[config.mk]
export PLATFORM = sky130hd
export DESIGN_NAME = infix_to_postfix_converter
export DESIGN_NICKNAME = d
export VERILOG_FILES = /design/src/rtl/itp_pkg.sv /design/src/rtl/infix_to_postfix_converter.sv /design/src/rtl/itp_datapath.sv /design/src/rtl/itp_ctrl.sv
export SDC_FILE = /design/constraint.sdc
export NUM_CORES = 1
export LEC_CHECK = 0
export BUFFER_PORTS_ARGS = -buffer_cell sky130_fd_sc_hd__buf_2
export CAP_MARGIN = 15
export CORE_AREA = 3 3 274 276
export DETAILED_ROUTE_END_ITERATION = 7
export DIE_AREA = 0 0 277 279
export PLACE_DENSITY = 0.72
export SLEW_MARGIN = 15
export SYNTH_ARGS = -nofsm -noshare
export SYNTH_HDL_FRONTEND = slang
export SYNTH_SLANG_ARGS = --single-unit
[constraint.sdc]
create_clock -name clk_i -period 11.1 [get_ports clk_i]
set_clock_uncertainty 0.05 [all_clocks]
set_input_delay 0 -clock clk_i [delete_from_list [all_inputs] [get_ports clk_i]]
set_output_delay 0 -clock clk_i [all_outputs]
set_load 0.02 [all_outputs]
[src/rtl/itp_pkg.sv]
// Shared types and constants of the infix-to-postfix converter.
`timescale 1ns / 1ps

package itp_pkg;

  // Stack and token geometry
  localparam int STACK_DEPTH = 32;
  localparam int VALUE_WIDTH = 16;
  localparam int TYPE_WIDTH  = 8;
  localparam int PTR_W       = $clog2(STACK_DEPTH);
  localparam int CNT_W       = $clog2(STACK_DEPTH + 1);
  localparam int ENTRY_W     = TYPE_WIDTH + VALUE_WIDTH;
  localparam int DATA_W      = ((ENTRY_W + 7) / 8) * 8;

  // Token class, type bits 7:6
  typedef enum logic [1:0] {
    CLS_OPERAND  = 2'b00,
    CLS_OPERATOR = 2'b01,
    CLS_OPEN     = 2'b10,
    CLS_CLOSE    = 2'b11
  } cls_e;

  // Type bits 7:5 of stacked open parenthesis and function entries
  localparam logic [2:0] TAG_OPEN = 3'b100;
  localparam logic [2:0] TAG_FUNC = 3'b101;

  // Result status codes
  typedef enum logic [1:0] {
    STAT_TOKEN     = 2'd0,
    STAT_DONE      = 2'd1,
    STAT_UNMATCHED = 2'd2,
    STAT_OVERFLOW  = 2'd3
  } stat_e;

  // Source of a produced result
  typedef enum logic [1:0] {
    RES_TOK = 2'd0,
    RES_TOP = 2'd1,
    RES_OVF = 2'd2,
    RES_END = 2'd3
  } res_sel_e;

  // Commands from the controller to the datapath
  typedef struct packed {
    logic     load_tok;
    logic     produce;
    res_sel_e res_sel;
    logic     pop;
    logic     push;
    logic     set_err;
    logic     set_unm;
    logic     clr_flags;
    logic     finish;
  } cmd_t;

  // Status from the datapath to the controller
  typedef struct packed {
    logic pend_v;
    logic out_free;
    logic can_produce;
    logic empty;
    logic full;
    logic pop_ok;
    logic top_open;
    logic top_func;
    logic in_mode;
    cls_e in_class;
  } sts_t;

endpackage

[src/rtl/infix_to_postfix_converter.sv]
// Top level of the infix-to-postfix converter.
`timescale 1ns / 1ps

// Shunting-yard converter: each input transfer is a token (or, with tuser set, an
// end-of-expression marker) and the block sends tokens out in postfix order, with
// tlast on the last result each input causes and a status code in tuser. An operand
// is passed through; an operator or open parenthesis is pushed after the operators
// it pops; a close parenthesis pops entries down to the matching parenthesis, which
// is dropped, and then a trailing function; a flush pops every stacked entry, then
// reports the status. The single-ported operator stack moves one entry per cycle
// unless a result stalls. A result waits in a pending register until the controller
// knows whether it is the last one, so the last result of an item moves to the
// output register when the controller is back in idle, the same cycle the next item
// can be taken. Results stall when the sink drops tready; the stack holds
// STACK_DEPTH entries and needs no clearing after reset.
module infix_to_postfix_converter import itp_pkg::*; (
  input  logic              clk_i,
  input  logic              rst_ni,
  input  logic              s_axis_tvalid_i,
  output logic              s_axis_tready_o,
  input  logic [DATA_W-1:0] s_axis_tdata_i,   // token_type[7:0], token_value[23:8]
  input  logic              s_axis_tuser_i,   // mode
  output logic              m_axis_tvalid_o,
  input  logic              m_axis_tready_i,
  output logic [DATA_W-1:0] m_axis_tdata_o,   // out_type[7:0], out_value[23:8]
  output logic [1:0]        m_axis_tuser_o,   // status
  output logic              m_axis_tlast_o
);

  cmd_t cmd;
  sts_t sts;

  itp_ctrl u_ctrl (
    .clk_i      (clk_i),
    .rst_ni     (rst_ni),
    .s_tvalid_i (s_axis_tvalid_i),
    .s_tready_o (s_axis_tready_o),
    .sts_i      (sts),
    .cmd_o      (cmd)
  );

  itp_datapath u_datapath (
    .clk_i      (clk_i),
    .rst_ni     (rst_ni),
    .s_tdata_i  (s_axis_tdata_i),
    .s_tuser_i  (s_axis_tuser_i),
    .cmd_i      (cmd),
    .sts_o      (sts),
    .m_tready_i (m_axis_tready_i),
    .m_tvalid_o (m_axis_tvalid_o),
    .m_tdata_o  (m_axis_tdata_o),
    .m_tuser_o  (m_axis_tuser_o),
    .m_tlast_o  (m_axis_tlast_o)
  );

endmodule

[src/rtl/itp_datapath.sv]
// Datapath of the infix-to-postfix converter: token, stack, flags and result stages.
`timescale 1ns / 1ps

module itp_datapath import itp_pkg::*; (
  input  logic              clk_i,
  input  logic              rst_ni,
  input  logic [DATA_W-1:0] s_tdata_i,   // token_type[7:0], token_value[23:8]
  input  logic              s_tuser_i,   // mode
  input  cmd_t              cmd_i,
  output sts_t              sts_o,
  input  logic              m_tready_i,
  output logic              m_tvalid_o,
  output logic [DATA_W-1:0] m_tdata_o,   // out_type[7:0], out_value[23:8]
  output logic [1:0]        m_tuser_o,   // status
  output logic              m_tlast_o
);

  logic [TYPE_WIDTH-1:0]  tok_type_q;
  logic [VALUE_WIDTH-1:0] tok_value_q;
  logic [ENTRY_W-1:0]     stack_q [STACK_DEPTH];
  logic [CNT_W-1:0]       count_q, count_d, count_dec, next_top;
  logic [PTR_W-1:0]       push_idx;
  logic                   err_q, err_d, unm_q, unm_d;
  logic [ENTRY_W-1:0]     top_q;
  logic [TYPE_WIDTH-1:0]  top_type;
  logic                   prec_pop;

  logic                   pend_v_q, pend_v_d;
  logic [TYPE_WIDTH-1:0]  pend_type_q;
  logic [VALUE_WIDTH-1:0] pend_value_q;
  stat_e                  pend_stat_q;
  logic                   out_v_q, out_v_d;
  logic [TYPE_WIDTH-1:0]  out_type_q;
  logic [VALUE_WIDTH-1:0] out_value_q;
  stat_e                  out_stat_q;
  logic                   out_last_q;
  logic                   out_load, out_free;

  logic [TYPE_WIDTH-1:0]  res_type;
  logic [VALUE_WIDTH-1:0] res_value;
  stat_e                  res_stat;

  // Stack addressing; the top entry is read ahead into top_q for the next count
  assign count_dec = count_q - CNT_W'(1);
  assign next_top  = count_d - CNT_W'(1);
  assign push_idx  = count_q[PTR_W-1:0];
  assign top_type  = top_q[TYPE_WIDTH-1:0];

  // Incoming operator pops a stacked operator that binds as strong (right-assoc: stronger)
  always_comb begin
    if (tok_type_q[5]) begin
      prec_pop = tok_type_q[4:0] < top_type[4:0];
    end else begin
      prec_pop = tok_type_q[4:0] <= top_type[4:0];
    end
  end

  // Status to the controller
  assign out_free = !out_v_q || m_tready_i;
  always_comb begin
    sts_o.pend_v      = pend_v_q;
    sts_o.out_free    = out_free;
    sts_o.can_produce = !pend_v_q || out_free;
    sts_o.empty       = (count_q == '0);
    sts_o.full        = (count_q == CNT_W'(STACK_DEPTH));
    sts_o.pop_ok      = (tok_type_q[7:6] == CLS_OPERATOR) && (count_q != '0) &&
                        (top_type[7:6] == CLS_OPERATOR) && prec_pop;
    sts_o.top_open    = (top_type[7:5] == TAG_OPEN);
    sts_o.top_func    = (top_type[7:5] == TAG_FUNC);
    sts_o.in_mode     = s_tuser_i;
    sts_o.in_class    = cls_e'(s_tdata_i[7:6]);
  end

  // Select the result being produced
  always_comb begin
    unique case (cmd_i.res_sel)
      RES_TOK: begin
        res_type  = tok_type_q;
        res_value = tok_value_q;
        res_stat  = STAT_TOKEN;
      end
      RES_TOP: begin
        res_type  = top_type;
        res_value = top_q[ENTRY_W-1:TYPE_WIDTH];
        res_stat  = STAT_TOKEN;
      end
      RES_OVF: begin
        res_type  = tok_type_q;
        res_value = tok_value_q;
        res_stat  = STAT_OVERFLOW;
      end
      RES_END: begin
        res_type  = '0;
        res_value = '0;
        if (err_q) begin
          res_stat = STAT_OVERFLOW;
        end else if (unm_q) begin
          res_stat = STAT_UNMATCHED;
        end else begin
          res_stat = STAT_DONE;
        end
      end
    endcase
  end

  // Next values of control state
  always_comb begin
    count_d = count_q;
    if (cmd_i.push) begin
      count_d = count_q + CNT_W'(1);
    end else if (cmd_i.pop) begin
      count_d = count_dec;
    end

    err_d = (err_q || cmd_i.set_err) && !cmd_i.clr_flags;
    unm_d = (unm_q || cmd_i.set_unm) && !cmd_i.clr_flags;

    // A new result pushes the pending one out as not-last; finish sends it as last
    out_load = (cmd_i.produce && pend_v_q) || cmd_i.finish;
    pend_v_d = pend_v_q;
    if (cmd_i.produce) begin
      pend_v_d = 1'b1;
    end else if (cmd_i.finish) begin
      pend_v_d = 1'b0;
    end

    out_v_d = out_v_q;
    if (out_load) begin
      out_v_d = 1'b1;
    end else if (m_tready_i) begin
      out_v_d = 1'b0;
    end
  end

  // Control registers
  always_ff @(posedge clk_i or negedge rst_ni) begin
    if (!rst_ni) begin
      count_q  <= '0;
      err_q    <= 1'b0;
      unm_q    <= 1'b0;
      pend_v_q <= 1'b0;
      out_v_q  <= 1'b0;
    end else begin
      count_q  <= count_d;
      err_q    <= err_d;
      unm_q    <= unm_d;
      pend_v_q <= pend_v_d;
      out_v_q  <= out_v_d;
    end
  end

  // Payload registers
  always_ff @(posedge clk_i) begin
    if (cmd_i.load_tok) begin
      tok_type_q  <= s_tdata_i[TYPE_WIDTH-1:0];
      tok_value_q <= s_tdata_i[ENTRY_W-1:TYPE_WIDTH];
    end
    if (cmd_i.produce) begin
      pend_type_q  <= res_type;
      pend_value_q <= res_value;
      pend_stat_q  <= res_stat;
    end
    if (out_load) begin
      out_type_q  <= pend_type_q;
      out_value_q <= pend_value_q;
      out_stat_q  <= pend_stat_q;
      out_last_q  <= cmd_i.finish;
    end
  end

  // Operator stack memory; a push also forwards the new entry as the top
  always_ff @(posedge clk_i) begin
    if (cmd_i.push) begin
      stack_q[push_idx] <= {tok_value_q, tok_type_q};
      top_q             <= {tok_value_q, tok_type_q};
    end else begin
      top_q             <= stack_q[next_top[PTR_W-1:0]];
    end
  end

  // Output port
  assign m_tvalid_o = out_v_q;
  assign m_tdata_o  = DATA_W'({out_value_q, out_type_q});
  assign m_tuser_o  = out_stat_q;
  assign m_tlast_o  = out_last_q;

endmodule

[src/rtl/itp_ctrl.sv]
// Controller state machine of the infix-to-postfix converter.
`timescale 1ns / 1ps

module itp_ctrl import itp_pkg::*; (
  input  logic clk_i,
  input  logic rst_ni,
  input  logic s_tvalid_i,
  output logic s_tready_o,
  input  sts_t sts_i,
  output cmd_t cmd_o
);

  typedef enum logic [5:0] {
    ST_IDLE  = 6'b000001,
    ST_EMIT  = 6'b000010,
    ST_OPER  = 6'b000100,
    ST_CLOSE = 6'b001000,
    ST_FUNC  = 6'b010000,
    ST_FLUSH = 6'b100000
  } state_e;

  state_e state_q, state_d;

  always_comb begin
    state_d    = state_q;
    cmd_o      = '0;
    s_tready_o = 1'b0;

    unique case (state_q)
      // Release the last result of the previous item and take the next transfer
      ST_IDLE: begin
        s_tready_o   = !sts_i.pend_v || sts_i.out_free;
        cmd_o.finish = sts_i.pend_v && sts_i.out_free;
        if (s_tvalid_i && s_tready_o) begin
          cmd_o.load_tok = 1'b1;
          if (sts_i.in_mode) begin
            state_d = ST_FLUSH;
          end else begin
            unique case (sts_i.in_class)
              CLS_OPERAND:  state_d = ST_EMIT;
              CLS_OPERATOR: state_d = ST_OPER;
              CLS_OPEN:     state_d = ST_OPER;
              CLS_CLOSE:    state_d = ST_CLOSE;
            endcase
          end
        end
      end

      // Pass an operand through
      ST_EMIT: begin
        if (sts_i.can_produce) begin
          cmd_o.produce = 1'b1;
          cmd_o.res_sel = RES_TOK;
          state_d       = ST_IDLE;
        end
      end

      // Pop stronger operators (equal ones too when left-assoc), then push or flag overflow
      ST_OPER: begin
        if (sts_i.pop_ok) begin
          if (sts_i.can_produce) begin
            cmd_o.produce = 1'b1;
            cmd_o.res_sel = RES_TOP;
            cmd_o.pop     = 1'b1;
          end
        end else if (sts_i.full) begin
          if (sts_i.can_produce) begin
            cmd_o.produce = 1'b1;
            cmd_o.res_sel = RES_OVF;
            cmd_o.set_err = 1'b1;
            state_d       = ST_IDLE;
          end
        end else begin
          cmd_o.push = 1'b1;
          state_d    = ST_IDLE;
        end
      end

      // Drain down to the matching open parenthesis and drop it
      ST_CLOSE: begin
        if (sts_i.empty) begin
          state_d = ST_IDLE;
        end else if (sts_i.top_open) begin
          cmd_o.pop = 1'b1;
          state_d   = ST_FUNC;
        end else if (sts_i.can_produce) begin
          cmd_o.produce = 1'b1;
          cmd_o.res_sel = RES_TOP;
          cmd_o.pop     = 1'b1;
        end
      end

      // Emit a function that owns the closed parenthesis pair
      ST_FUNC: begin
        if (!sts_i.empty && sts_i.top_func) begin
          if (sts_i.can_produce) begin
            cmd_o.produce = 1'b1;
            cmd_o.res_sel = RES_TOP;
            cmd_o.pop     = 1'b1;
            state_d       = ST_IDLE;
          end
        end else begin
          state_d = ST_IDLE;
        end
      end

      // Drain the stack, then report the expression status
      ST_FLUSH: begin
        if (sts_i.empty) begin
          if (sts_i.can_produce) begin
            cmd_o.produce   = 1'b1;
            cmd_o.res_sel   = RES_END;
            cmd_o.clr_flags = 1'b1;
            state_d         = ST_IDLE;
          end
        end else if (sts_i.top_open) begin
          cmd_o.pop     = 1'b1;
          cmd_o.set_unm = 1'b1;
        end else if (sts_i.can_produce) begin
          cmd_o.produce = 1'b1;
          cmd_o.res_sel = RES_TOP;
          cmd_o.pop     = 1'b1;
        end
      end

      default: begin
        state_d = ST_IDLE;
      end
    endcase
  end

  always_ff @(posedge clk_i or negedge rst_ni) begin
    if (!rst_ni) begin
      state_q <= ST_IDLE;
    end else begin
      state_q <= state_d;
    end
  end

endmodule

==> summary.md, run 1 <==
| Metric | Value |
|---|---|
| Status | `completed` |
| Final Cycle Share | `0.623` |
| CP max FO | `110` |
| Largest net degree at the start of global routing | `118` |
| Most common cell in the netlist | `edfxtp_1` |
| Switching part of the total power | `0.306` |
| First-pass GRT wire length | `114000 um` |
| HPWL after DPL | `45200 um` |
| Post-synth ARST share | `0.0185` |
| Fillers | `5441` |
| Post-Syn Instances | `1459` |
| Vias per std cell | `5.99` |
| Number of global-route vias before repair | `15800` |
| Cell Area, Synth | `33500 um2` |
| Die Y | `279 um` |
| Width of the die | `277 um` |
| Crit. End Element | `register` |
| Area of the multi-input gates | `7530 um2` |
| Initial DRC count | `2015` |
| Seq pwr share | `0.425` |
| Crit start category | `register` |
| Cell taking the most area after synthesis | `edfxtp_1` |
| Yosys reg bits | `866` |
| Fin crit period | `6.91 ns` |
| Area Growth Syn to Fin | `14.9%` |
| CTS resizes | `0` |
| CTS tree | `built` |
| H-tree depth | `3` |
| Leak | `12.2 nW` |
| Sequential Area | `25900 um2` |
| VDD IR max | `0.000223 V` |
| Core Rows | `99` |
| Post-route ant nets | `0` |
| Post-Route Setup TNS | `0 ns` |
| Number of I/O port buffers | `57` |
| Drt first pass iters | `8` |
| Clock Tree Buf Depth | `3` |
| # IOs | `58` |
| Syn_area_per_cell | `22.9 um2` |
| Ant diodes | `0` |
| Routability cong. | `0.906` |
| Slew HR | `0.241` |
| DRC violations left | `0` |
| Clock share of power | `0.298` |
| Synth cell types | `66` |
| Ys Warns | `0` |
| Worst-Margin Slew | `1.13 ns` |
| Hold Vio Cnt, Final | `0` |
| Fin. max-slew vios | `0` |
| Core area | `72800 um2` |
| Layout cells sized above 1 | `0.319` |
| Vias | `15900` |
| Clk sinks | `866` |
| Grt ovf | `0` |
| Cell Pwr Density | `251 nW/um2` |
| Pre-CTS setup slack | `4.29 ns` |
| Comb pwr share | `0.276` |
| WL per Instance | `29.4 um` |
| Fin nets | `1656` |
| R2R depth | `13` |
| Main synth FF type | `edfxtp_1` |
| Unrepaired setup endpoints after global routing | `false` |
| Clock transition at path regs | `0.06 ns` |
| Initial antenna violation count | `8` |
| Psw | `0.00296 W` |
| Synth Net Count | `1500` |
| Clock Latency Late Sink | `0.64 ns` |
| Yosys top cell area share | `0.758` |
| Final setup fails | `0` |
| Setup CP Type | `reg -> reg` |
| Fin worst setup slack | `4.19 ns` |
| Ranking of synthesized cells by area | `edfxtp_1 (76%), mux4_2 (16%), dfrtp_1 (1.1%)` |
| Critical path data required time | `11.37 ns` |
| Hold/Removal Path Class | `in -> reg` |
| Starting Density | `0.460` |
| Hold depth | `2` |
| Register area share after synthesis | `0.773` |
| Int Power | `0.00670 W` |
| Top cells by count, synth | `edfxtp_1 (845), mux4_2 (240), nor2_1 (72), clkbuf_1 (40), mux2_2 (21)` |
| Root Driver | `clkbuf_16` |
| CP Data Arrival Time | `7.18 ns` |
| Max-Cap Viols | `0` |
| GR Util All Layers | `0.203` |
| Max Freq | `145 MHz` |
| DRT Wirelength | `77900 um` |
| Number of flops mapped to enable cells by yosys | `845` |
| Hold_buf cts | `41` |
| Setup Buffers After CTS | `0` |
| Die area | `77300 um2` |
| TritonCTS buffer count | `86` |
==> through the flow <==
step | util | total power, W | hold slack [ns] | instances | instance area, um2
finish | 0.528 | 0.00966 | 0.0271 | 2647 | 38500
global route | 0.528 | 0.0100 | 0.0212 | 2647 | 38500
CTS | 0.528 | 0.00970 | 0.00118 | 2645 | 38500
detailed placement | 0.484 | 0.00682 | -0.0981 | 2443 | 35300
global placement | 0.484 | 0.00678 | -0.0943 | 2443 | 35200
floorplan | - | 0.00584 | -0.346 | 1459 | 33500
==> flip-flops by register name (all words and copies together) (netlist names), 2 cells and up, named ones only <==
name,flops
u_datapath.pend_value_q,16
u_datapath.count_q,6
u_datapath.out_value_q,16
u_datapath.pend_type_q,8
u_datapath.pend_stat_q,2
u_datapath.out_type_q,8
u_datapath.tok_value_q,16
u_ctrl.state_q,6
u_datapath.tok_type_q,8
u_datapath.m_tuser_o,2
u_datapath.stack_q,768
==> per-layer routing <==
layer | track usage | part of all wire | up-vias
li1 | - | - | 6491
met1 | 0.300 | 0.41 | 8433
met2 | 0.295 | 0.46 | 850
met3 | 0.0661 | 0.11 | 84
met4 | 0.0511 | 0.019 | 0
met5 | 0 | 0 | -
==> worst max-delay path: stages, from the launching register on <==
cell,delay [ns]
dfxtp_4,0.79
buf_12,0.64
mux4_2,0.61
mux4_2,0.53
mux2i_1,0.38
ha_1,0.35
nand4_1,0.11
nor3b_1,0.07
a21o_1,0.24
nand3_1,0.17
and2_1,0.35
nand2_1,0.55
nor3_2,1.04
buf_4,0.38
==> power by group through the flow <==
stage          Combinational [W]  Sequential, W  Clock, W
2_1_floorplan            0.00168        0.00416         0
3_5_place_dp             0.00265        0.00417         0
3_3_place_gp             0.00261        0.00417         0
6_report                 0.00267        0.00411   0.00288
5_1_grt                  0.00282        0.00413   0.00305
4_1_cts                  0.00268        0.00411   0.00291
==> layout make-up <==
class,count,share of cell area
clock buffers,105,0.0578
clock inverters,56,0.0149
inverters,14,0.00137
multi-input cells,511,0.196
flip-flops and latches,866,0.673
well taps,959,0.0312
repair buffers,136,0.0263
==> layout by cell type (no fill, tap or decap), drive strengths merged, types with 4 or more instances in the layout <==
master	count
bufinv	9
o21ai	8
nor2	74
nand2b	5
a31oi	4
nand2	19
xnor2	4
mux2	24
buf	95
clkinv	35
nor3	8
o21a	4
inv	18
mux2i	23
nand3b	5
a21oi	11
nand3	12
nor3b	5
edfxtp	845
ha	12
mux4	240
dlygate4sd3	41
dfxtp	5
dfrtp	15
clkinvlp	8
clkbuf	105
==> logic make-up (layout without fill, tap and decap cells) <==
| family | after synthesis | count (layout) | synth area share |
|---|---|---|---|
| and+or+nand+nor | 153 | 153 | 0.0224 |
| muxes | 287 | 287 | 0.177 |
| DFF | 866 | 866 | 0.773 |
| adders and majority gates | 12 | 12 | 0.00448 |
| xor gates and xnor gates | 7 | 7 | 0.00206 |
| buffers and inverters | 82 | 311 | 0.00998 |
| AOI/OAI and AO/OA | 52 | 52 | 0.0112 |
==> final timing paths <==
| kind | slack (ns) | endpoint | from |
|---|---|---|---|
| min | 0.03 | u_datapath.tok_value_q[15] | s_axis_tdata_i[23] |
| max in group asynchronous | 9.39 | u_datapath.count_q[1] | rst_ni |
| max | 4.19 | u_datapath.stack_q[10][10] | register |
| min in group asynchronous | 0.38 | u_ctrl.state_q[0] | rst_ni |
| max reg2reg | 4.19 | u_datapath.stack_q[10][10] | register |
| min reg2reg | 0.37 | u_datapath.m_tuser_o[0] | u_datapath.pend_stat_q[0] |
Power figures use the tool's default switching activity.
==> run 2: changes to the inputs <==
--- a/config.mk
+++ b/config.mk
@@ -5,11 +5,12 @@
 export SDC_FILE = /design/constraint.sdc
 export NUM_CORES = 1
 export LEC_CHECK = 0
+export ABC_AREA = 1
 export BUFFER_PORTS_ARGS = -buffer_cell sky130_fd_sc_hd__buf_2
 export CAP_MARGIN = 15
-export CORE_AREA = 3 3 274 276
+export CORE_AREA = 3 3 277 279
 export DETAILED_ROUTE_END_ITERATION = 7
-export DIE_AREA = 0 0 277 279
+export DIE_AREA = 0 0 280 282
 export PLACE_DENSITY = 0.72
 export SLEW_MARGIN = 15
 export SYNTH_ARGS = -nofsm -noshare
==> constraint.sdc (replaced) <==
create_clock -name clk_i -period 6.4 [get_ports clk_i]
set_clock_uncertainty 0.05 [all_clocks]
set_input_delay 0 -clock clk_i [delete_from_list [all_inputs] [get_ports clk_i]]
set_output_delay 0 -clock clk_i [all_outputs]
set_load 0.02 [all_outputs]
==> summary.md, run 2 <==
| Metric | Value |
|---|---|
| Fin crit period | `5.67 ns (-1.24 ns)` |
| Ys Warns | `0 (unchanged)` |
| Max-Cap Viols | `0 (unchanged)` |
| Die area | `79000 um2 (+2.2%)` |
| CTS tree | `built` |
| Psw | `0.00615 W (+110%)` |
| Number of I/O port buffers | `57 (unchanged)` |
| H-tree depth | `3 (unchanged)` |
| Yosys top cell area share | `0.742 (-0.0157)` |
| DR top layer | `met5` |
| Post-Route Setup TNS | `0 ns (unchanged)` |
| CTS resizes | `0 (unchanged)` |
| Ranking of synthesized cells by area | `edfxtp_1 (74%), o21ai_0 (5.3%), nor2_1 (4.4%)` |
| Vias per std cell | `6.13 (+2.3%)` |
| Hold Vio Cnt, Final | `0 (unchanged)` |
| Worst-Margin Slew | `1.44 ns (+0.312 ns)` |
| Met3 WL | `9190 um (+4.6%)` |
| Hold/Removal Path Class | `in -> reg` |
| Register name with the most flops | `u_datapath.stack_q` |
| Number of flops mapped to enable cells by yosys | `845 (unchanged)` |
| DR WL met2 | `43700 um (+23%)` |
| HPWL after DPL | `51100 um (+13%)` |
| Util after Layout | `0.527 (-0.000984)` |
| Yosys reg bits | `866 (unchanged)` |
| Area after DPL | `36100 um2 (+2.5%)` |
| Crit start category | `register` |
| Largest net degree at the start of global routing | `262 (+120%)` |
| Setup Buffers After CTS | `0 (unchanged)` |
| Layout cells sized above 1 | `0.125 (-0.194)` |
| Area Growth Syn to Fin | `14.8% (about the same)` |
| First-pass GRT wire length | `134000 um (+18%)` |
| Post-synth ARST share | `0.0185 (unchanged)` |
| Cell Area, Synth | `34200 um2 (+2.1%)` |
| Leak | `12.8 nW (+5.2%)` |
| Cell taking the most area after synthesis | `edfxtp_1` |
| Width of the die | `280 um (+1.1%)` |
| VDD IR max | `0.000368 V (+65%)` |
| DRT Wirelength | `90600 um (+16%)` |
| Final setup fails | `0 (unchanged)` |
| Max reg flops | `768 (unchanged)` |
| # IOs | `58 (unchanged)` |
| Starting Density | `0.459 (about the same)` |
| Status | `completed` |
| Main synth FF type | `edfxtp_1` |
| Synth Net Count | `2574 (+72%)` |
| Setup CP Type | `reg -> reg` |
| Clock Latency Late Sink | `0.64 ns (about the same)` |
| Number of global-route vias before repair | `21900 (+38%)` |
| Seq pwr share | `0.414 (-0.011)` |
| Routability cong. | `0.880 (-2.9%)` |
| Clock share of power | `0.286 (-0.012)` |
| Final Cycle Share | `0.885 (+0.263)` |
| TritonCTS buffer count | `84 (-2.3%)` |
| GR Util All Layers | `0.225 (+0.0219)` |
| Top cells by count, synth | `edfxtp_1 (845), nor2_1 (405), o21ai_0 (362), nand2_1 (182), nand3_1 (159)` |
| Final Cell Area | `39300 um2 (+2.0%)` |
| Drt first pass iters | `6 (-2)` |
| Syn_area_per_cell | `13.5 um2 (-41%)` |
| Register area share after synthesis | `0.757 (-0.0160)` |
| Die Y | `282 um (+1.1%)` |
| Core Rows | `100 (+1.0%)` |
| Commonest non-fill, non-tap cell in the layout | `edfxtp_1` |
| Grt ovf | `0 (unchanged)` |
| Initial antenna violation count | `1 (-7)` |
| Clk sinks | `866 (unchanged)` |
| Fin. max-slew vios | `0 (unchanged)` |
| Crit. End Element | `register` |
| Ant diodes | `0 (unchanged)` |
| Post-route ant nets | `0 (unchanged)` |
| Wire length on met1 | `34000 um (+5.6%)` |
| Vias | `22400 (+41%)` |
| Core area | `74400 um2 (+2.2%)` |
| Comb pwr share | `0.300 (+0.024)` |
| Critical path data required time | `6.79 ns (-4.58 ns)` |
| Int Power | `0.0110 W (+64%)` |
| Post-Syn Instances | `2533 (+74%)` |
| DRC violations left | `0 (unchanged)` |
| Synth cell types | `42 (-36%)` |
| CP max FO | `261 (+140%)` |
| Clock transition at path regs | `0.06 ns (about the same)` |
| Max Freq | `176 MHz (+22%)` |
| CP Data Arrival Time | `6.06 ns (-1.12 ns)` |
| Most common cell in the netlist | `edfxtp_1` |
| Root Driver | `clkbuf_16` |
| Unrepaired setup endpoints after global routing | `false` |
| Fin nets | `2662 (+61%)` |
| Slew HR | `0.0367 (-0.204)` |
| Clock Tree Buf Depth | `3 (unchanged)` |
| Initial DRC count | `3224 (+60%)` |
| Most frequent cells in the layout | `edfxtp_1 (845), nor2_1 (372), o21ai_0 (362)` |
| WL per Instance | `24.8 um (-16%)` |
| Switching part of the total power | `0.358 (+0.0522)` |
| Cell Pwr Density | `437 nW/um2 (+74%)` |
==> run 2: changes by cell type in the layout (fill, tap and decap cells not counted), sizes merged, moves of 9 or more <==
cell / before / now
nand3: 12 / 161
nand2: 19 / 188
o21ai: 8 / 383
nor2: 74 / 407
o221ai: 2 / 147
o211ai: 3 / 17
mux2: 24 / 0
mux2i: 23 / 0
a21oi: 11 / 45
inv: 18 / 79
buf: 95 / 137
dlygate4sd3: 41 / 32
o22ai: 3 / 30
mux4: 240 / 0
==> run 2: final timing paths <==
check	startpoint	end	slack, ns	cells after the start
hold / removal	s_axis_tdata_i[16]	u_datapath.tok_value_q[8]	0.02	2
setup / recovery	register	u_datapath.pend_value_q[0]	0.73	18
min in group asynchronous	rst_ni	u_ctrl.state_q[0]	0.34	3
max in group asynchronous	rst_ni	u_datapath.count_q[0]	4.86	4
hold reg to reg	u_datapath.pend_value_q[9]	u_datapath.out_value_q[9]	0.37	0
setup reg to reg	register	u_datapath.pend_value_q[0]	0.73	18
==> run 2: final cells by class <==
cell class,count,area (um2)
clock inverters,54,522
repair buffers,169,1590
multi-input cells,1424,7540
well taps,969,1210
fillers,5848,35200
clock buffers,98,2200
flip-flops and latches,866,25900
inverters,76,303
==> run 2: through the flow <==
| stage | hold slack (ns) | worst slack, ns | instances | total power [W] |
|---|---|---|---|---|
| after floorplan | -0.346 | 1.65 | 2533 | 0.0105 |
| after CTS | 0.000779 | 1.07 | 3651 | 0.0171 |
| after global placement | -0.129 | 1.10 | 3467 | 0.0121 |
| after detailed placement | -0.119 | 1.10 | 3467 | 0.0122 |
| after global routing | 0.0180 | 0.548 | 3656 | 0.0179 |
| final | 0.0230 | 0.734 | 3656 | 0.0172 |
==> run 2: cells by family (layout without fill, tap and decap cells) <==
| logic type | after synthesis | in the layout | share of synthesized area |
|---|---|---|---|
| xor gates and xnor gates | 3 | 3 | 0.000769 |
| AOI/OAI and AO/OA | 640 | 640 | 0.116 |
| buffers and inverters | 243 | 397 | 0.0296 |
| DFF | 866 | 866 | 0.757 |
| adders and majority gates | 12 | 12 | 0.00439 |
| and+or+nand+nor | 769 | 769 | 0.0922 |
==> run 2: repair_timing <==
item                                   in CTS  in global routing
setup endpoints to repair                   0                  0
hold buffers                               32                  0
endpoints found under the hold margin      55                  0
==> run 2: worst max-delay path: stages (launching register included) <==
cell and delay (ns):
dfxtp_4 0.49, buf_12 0.55, o21ai_0 0.32, o221ai_1 0.27
nand3_1 0.17, a32o_1 0.36, ha_1 0.30, nand2_1 0.07
nor2_1 0.12, nand3_1 0.09, a21oi_1 0.29, nand2_1 0.09
nor2_1 0.19, nand2_2 0.14, o211ai_4 0.47, nand2_4 0.24
inv_4 0.42, o21ai_0 0.19, o21ai_0 0.13
==> run 2: power by group through the flow <==
stage | combinational, W | sequential, W | clock [W]
3_5_place_dp | 0.00494 | 0.00727 | 0
2_1_floorplan | 0.00326 | 0.00720 | 0
3_3_place_gp | 0.00483 | 0.00725 | 0
6_report | 0.00515 | 0.00711 | 0.00490
4_1_cts | 0.00500 | 0.00715 | 0.00495
5_1_grt | 0.00558 | 0.00713 | 0.00518
==> run 2: routing by layer <==
layer / up-vias / global-route usage
li1: 9708 / -
met1: 11100 / 0.294
met2: 1361 / 0.367
met3: 259 / 0.0495
met4: 2 / 0.0907
met5: - / 0
==> run 3: changes to the inputs <==
--- a/config.mk
+++ b/config.mk
@@ -8,11 +8,13 @@
 export ABC_AREA = 1
 export BUFFER_PORTS_ARGS = -buffer_cell sky130_fd_sc_hd__buf_2
 export CAP_MARGIN = 15
-export CORE_AREA = 3 3 277 279
+export CORE_AREA = 3 3 281 283
 export DETAILED_ROUTE_END_ITERATION = 7
-export DIE_AREA = 0 0 280 282
+export DIE_AREA = 0 0 284 286
+export GPL_TIMING_DRIVEN = 0
 export PLACE_DENSITY = 0.72
 export SLEW_MARGIN = 15
 export SYNTH_ARGS = -nofsm -noshare
 export SYNTH_HDL_FRONTEND = slang
+export SYNTH_HIERARCHICAL = 1
 export SYNTH_SLANG_ARGS = --single-unit
==> constraint.sdc (replaced) <==
create_clock -name clk_i -period 5.4 [get_ports clk_i]
set_clock_uncertainty 0.05 [all_clocks]
set_input_delay 0 -clock clk_i [delete_from_list [all_inputs] [get_ports clk_i]]
set_output_delay 0 -clock clk_i [all_outputs]
set_load 0.02 [all_outputs]
==> summary.md, run 3 <==
| Metric | Value |
|---|---|
| WL per Instance | `23.8 um (-4.0%)` |
| DRT Wirelength | `103000 um (+14%)` |
| Synth Area in XOR/XNOR | `0.00149 (+0.000723)` |
| Clock Latency Late Sink | `0.65 ns (about the same)` |
| Max-Cap Viols | `0 (unchanged)` |
| Cell Pwr Density | `532 nW/um2 (+22%)` |
| Post-synthesis adder-cell area fraction | `0.00426 (-0.000130)` |
| Initial antenna violation count | `0 (-1)` |
| Cell Area, Synth | `35200 um2 (+3.0%)` |
| Placed cell count | `4115 (+19%)` |
| Util after Layout | `0.538 (+0.0108)` |
| Leak | `15.2 nW (+18%)` |
| Grt ovf | `0 (unchanged)` |
| Hold/Removal Path Class | `in -> reg` |
| # IOs | `58 (unchanged)` |
| Syn_area_per_cell | `11.9 um2 (-12%)` |
| Fin worst setup slack | `0.203 ns (-0.530 ns)` |
| Die Y | `286 um (+1.4%)` |
| Clock transition at path regs | `0.06 ns (about the same)` |
| Critical path data required time | `5.69 ns (-1.10 ns)` |
| DR top layer | `met4` |
| Largest family of logic cells by synthesized area | `simple AND/OR/NAND/NOR gates` |
| Width of the die | `284 um (+1.4%)` |
| Ranking of synthesized cells by area | `edfxtp_1 (72%), nand2_1 (11%), nand3_1 (9.4%)` |
| Critical Path Max Stage Delay | `0.72 ns (+0.17 ns)` |
| Ant diodes | `0 (unchanged)` |
| Core Rows | `102 (+2.0%)` |
| Ys Warns | `6 (+6)` |
| H-tree depth | `3 (unchanged)` |
| Post-Syn Instances | `2971 (+17%)` |
| Root Driver | `clkbuf_16` |
| Worst Hold Launch | `s_axis_tdata_i[12]` |
| CP max FO | `15 (-94%)` |
| Status | `completed` |
| Post-Layout Cell Count | `4323 (+18%)` |
| Fin nets | `3256 (+22%)` |
| Final setup fails | `0 (unchanged)` |
| Area Growth Syn to Fin | `17.5%` |
| Max Freq | `192 MHz (+9.0%)` |
| Hold Vio Cnt, Final | `0 (unchanged)` |
| Crit path cell chain | `buf_2 > clkinv_1 > clkbuf_2 > nand3_1 > nand2_1 > nand2_1 > nand3_1 > nand2_1 > ha_1 > nand2_1 > nor2_1 > nand2_1 > o211ai_1 > a21oi_1 > nand2_1 > nor2_2 > nor3b_1 > buf_4 > nand2_1 > nor2_4 > buf_16` |
| Max reg flops | `768 (unchanged)` |
| Drt first pass iters | `6 (unchanged)` |
| Register area share after synthesis | `0.734 (-0.0224)` |
| Vias | `24900 (+11%)` |
| WHS | `0.0314 ns (+0.00838 ns)` |
| Worst path bufs/invs | `5 (+3)` |
| Number of I/O port buffers | `56 (-1.8%)` |
| Crit start category | `register` |
| Simple-gate share of the synthesized area | `0.222 (+0.130)` |
| Post-synthesis mux area share | `0.000284 (+0.000284)` |
| Starting Density | `0.458 (-0.00144)` |
| Setup CP Type | `reg -> reg` |
| Synth Net Count | `3012 (+17%)` |
| TritonCTS buffer count | `84 (unchanged)` |
| Largest net degree at the start of global routing | `35 (-87%)` |
| Clock Tree Buf Depth | `3 (unchanged)` |
| Post-synth ARST share | `0.0185 (unchanged)` |
| Slew HR | `0.174 (+0.137)` |
| Pre-CTS setup slack | `-0.519 ns (-1.62 ns)` |
| Crit. End Element | `register` |
| Routability cong. | `0.976 (+11%)` |
| Main synth FF type | `edfxtp_1` |
| Fin crit period | `5.20 ns (-0.470 ns)` |
| Vias per std cell | `5.75 (-6.1%)` |
| Post-route ant nets | `0 (unchanged)` |
| Yosys top cell area share | `0.720 (-0.0220)` |
| DRC violations left | `0 (unchanged)` |
| Die area | `81200 um2 (+2.9%)` |
| CP Data Arrival Time | `5.48 ns (-0.58 ns)` |
| Number of global-route vias before repair | `23600 (+8.0%)` |
| Yosys reg bits | `866 (unchanged)` |
| HPWL after DPL | `68800 um (+34%)` |
| Most common cell in the netlist | `nand2_1` |
| Final Cycle Share | `0.962 (+0.0770)` |
| Unrepaired setup endpoints after global routing | `false` |
| CP max stage cell | `nor2_4` |
| Clk sinks | `866 (unchanged)` |
| Crit path max-delay family | `simple AND/OR/NAND/NOR gates` |
| VDD IR max | `0.000297 V (-19%)` |
| Synth cell types | `43 (+2.4%)` |
| Worst-Margin Slew | `1.24 ns (-0.206 ns)` |
| First-pass GRT wire length | `150000 um (+12%)` |
| Top cells by count, synth | `nand2_1 (1072), edfxtp_1 (845), nand3_1 (661), buf_2 (89), nor2_1 (58)` |
| Met3 WL | `13000 um (+41%)` |
| Top cell by count, worst path | `nand2_1` |
| Layout cells sized above 1 | `0.131 (+0.00586)` |
| DR WL met2 | `46500 um (+6.6%)` |
| Register name with the most flops | `u_datapath/stack_q` |
| Most frequent cells in the layout | `nand2_1 (1072), edfxtp_1 (845), nand3_1 (660)` |
| Compound-Gate Fraction of Synth Area | `0.00533 (-0.111)` |
| Fin. max-slew vios | `0 (unchanged)` |
| Initial DRC count | `3477 (+7.8%)` |
| Wire length on met1 | `37400 um (+10%)` |
| GR Util All Layers | `0.250 (+0.0250)` |
| Core area | `77000 um2 (+3.4%)` |
| Commonest non-fill, non-tap cell in the layout | `nand2_1` |
| Number of flops mapped to enable cells by yosys | `845 (unchanged)` |
| CTS tree | `built` |
| Cell taking the most area after synthesis | `edfxtp_1` |
-- run 3: cell types whose count changed in the layout (fill, tap and decap cells not counted), sizes merged, moves of 13 or more --
cell	previous run	this run
o221ai	147	0
nor2	407	69
buf	137	255
dlygate4sd3	32	45
o211ai	17	1
o22ai	30	1
a21oi	45	12
inv	79	50
nand2	188	1079
nand3	161	665
o21ai	383	14
clkbuf	98	132
-- run 3: repair_timing --
action,in CTS,in global routing
gates resized for setup,2,9
buffers inserted,1,2
hold endpoints to repair,55,0
hold buffers,45,0
endpoints found under the setup margin,22,254
pin swaps,1,1
gates cloned,0,0
-- run 3: stage by stage --
stage,power (W),setup TNS (ns),area [um2]
2_1_floorplan,0.0130,0,35200
3_3_place_gp,0.0157,-632.30,36800
3_5_place_dp,0.0161,-6.49,38100
4_1_cts,0.0218,0,41300
5_1_grt,0.0229,0,41400
6_report,0.0220,0,41400
-- run 3: final cells by class --
cell class | instances | area (um2)
Clock inverter | 55 | 488
Fill cell | 6111 | 35500
Timing Repair Buffer | 158 | 1940
Clock buffer | 99 | 2180
Buffer | 175 | 936
Multi-Input combinational cell | 1882 | 8500
Inverter | 48 | 194
Tap cell | 1040 | 1300
Sequential cell | 866 | 25900
-- run 3: metal layers --
| layer | GRT usage | up-vias |
|---|---|---|
| met5 | 0 | - |
| met4 | 0.136 | 0 |
| met3 | 0.0519 | 331 |
| met2 | 0.389 | 1694 |
| met1 | 0.330 | 11900 |
| li1 | - | 10900 |
-- run 3: logic make-up (layout without fill, tap and decap cells) --
kind of cell,after synthesis,in the layout
flip-flops,866,866
buffers and inverters,223,535
XOR/XNOR,6,6
AO/OA/AOI/OAI,33,33
AND/OR/NAND/NOR,1830,1830
adder cells (fa/ha/maj),12,12
multiplexers,1,1
-- run 3: power breakdown --
group	total, W	switching (W)	internal (W)
sequential	0.00836	0.000340	0.00802
combinational	0.00792	0.00576	0.00216
clock	0.00574	0.00250	0.00324
-- run 3: worst register-to-register path, delay by kind of cell, from the launching register on --
kind	cells	cell delay, ns
AOI/OAI and AO/OA	2	0.24
adders and majority gates	1	0.16
buffers and inverters	5	1.52
DFF	1	0.32
and+or+nand+nor	13	2.58
-- run 3: worst paths after layout --
path                                                   end  cells past startpoint  slack, ns
worst max-delay path            u_datapath/stack_q[18][11]                     21       0.20
worst min-delay path             u_datapath/tok_value_q[4]                      2       0.03
worst max register to register  u_datapath/stack_q[18][11]                     21       0.20
worst min register to register    u_datapath/out_type_q[2]                      0       0.36
max in group asynchronous            u_datapath/count_q[2]                      4       3.78
min in group asynchronous                u_ctrl/state_q[0]                      3       0.34
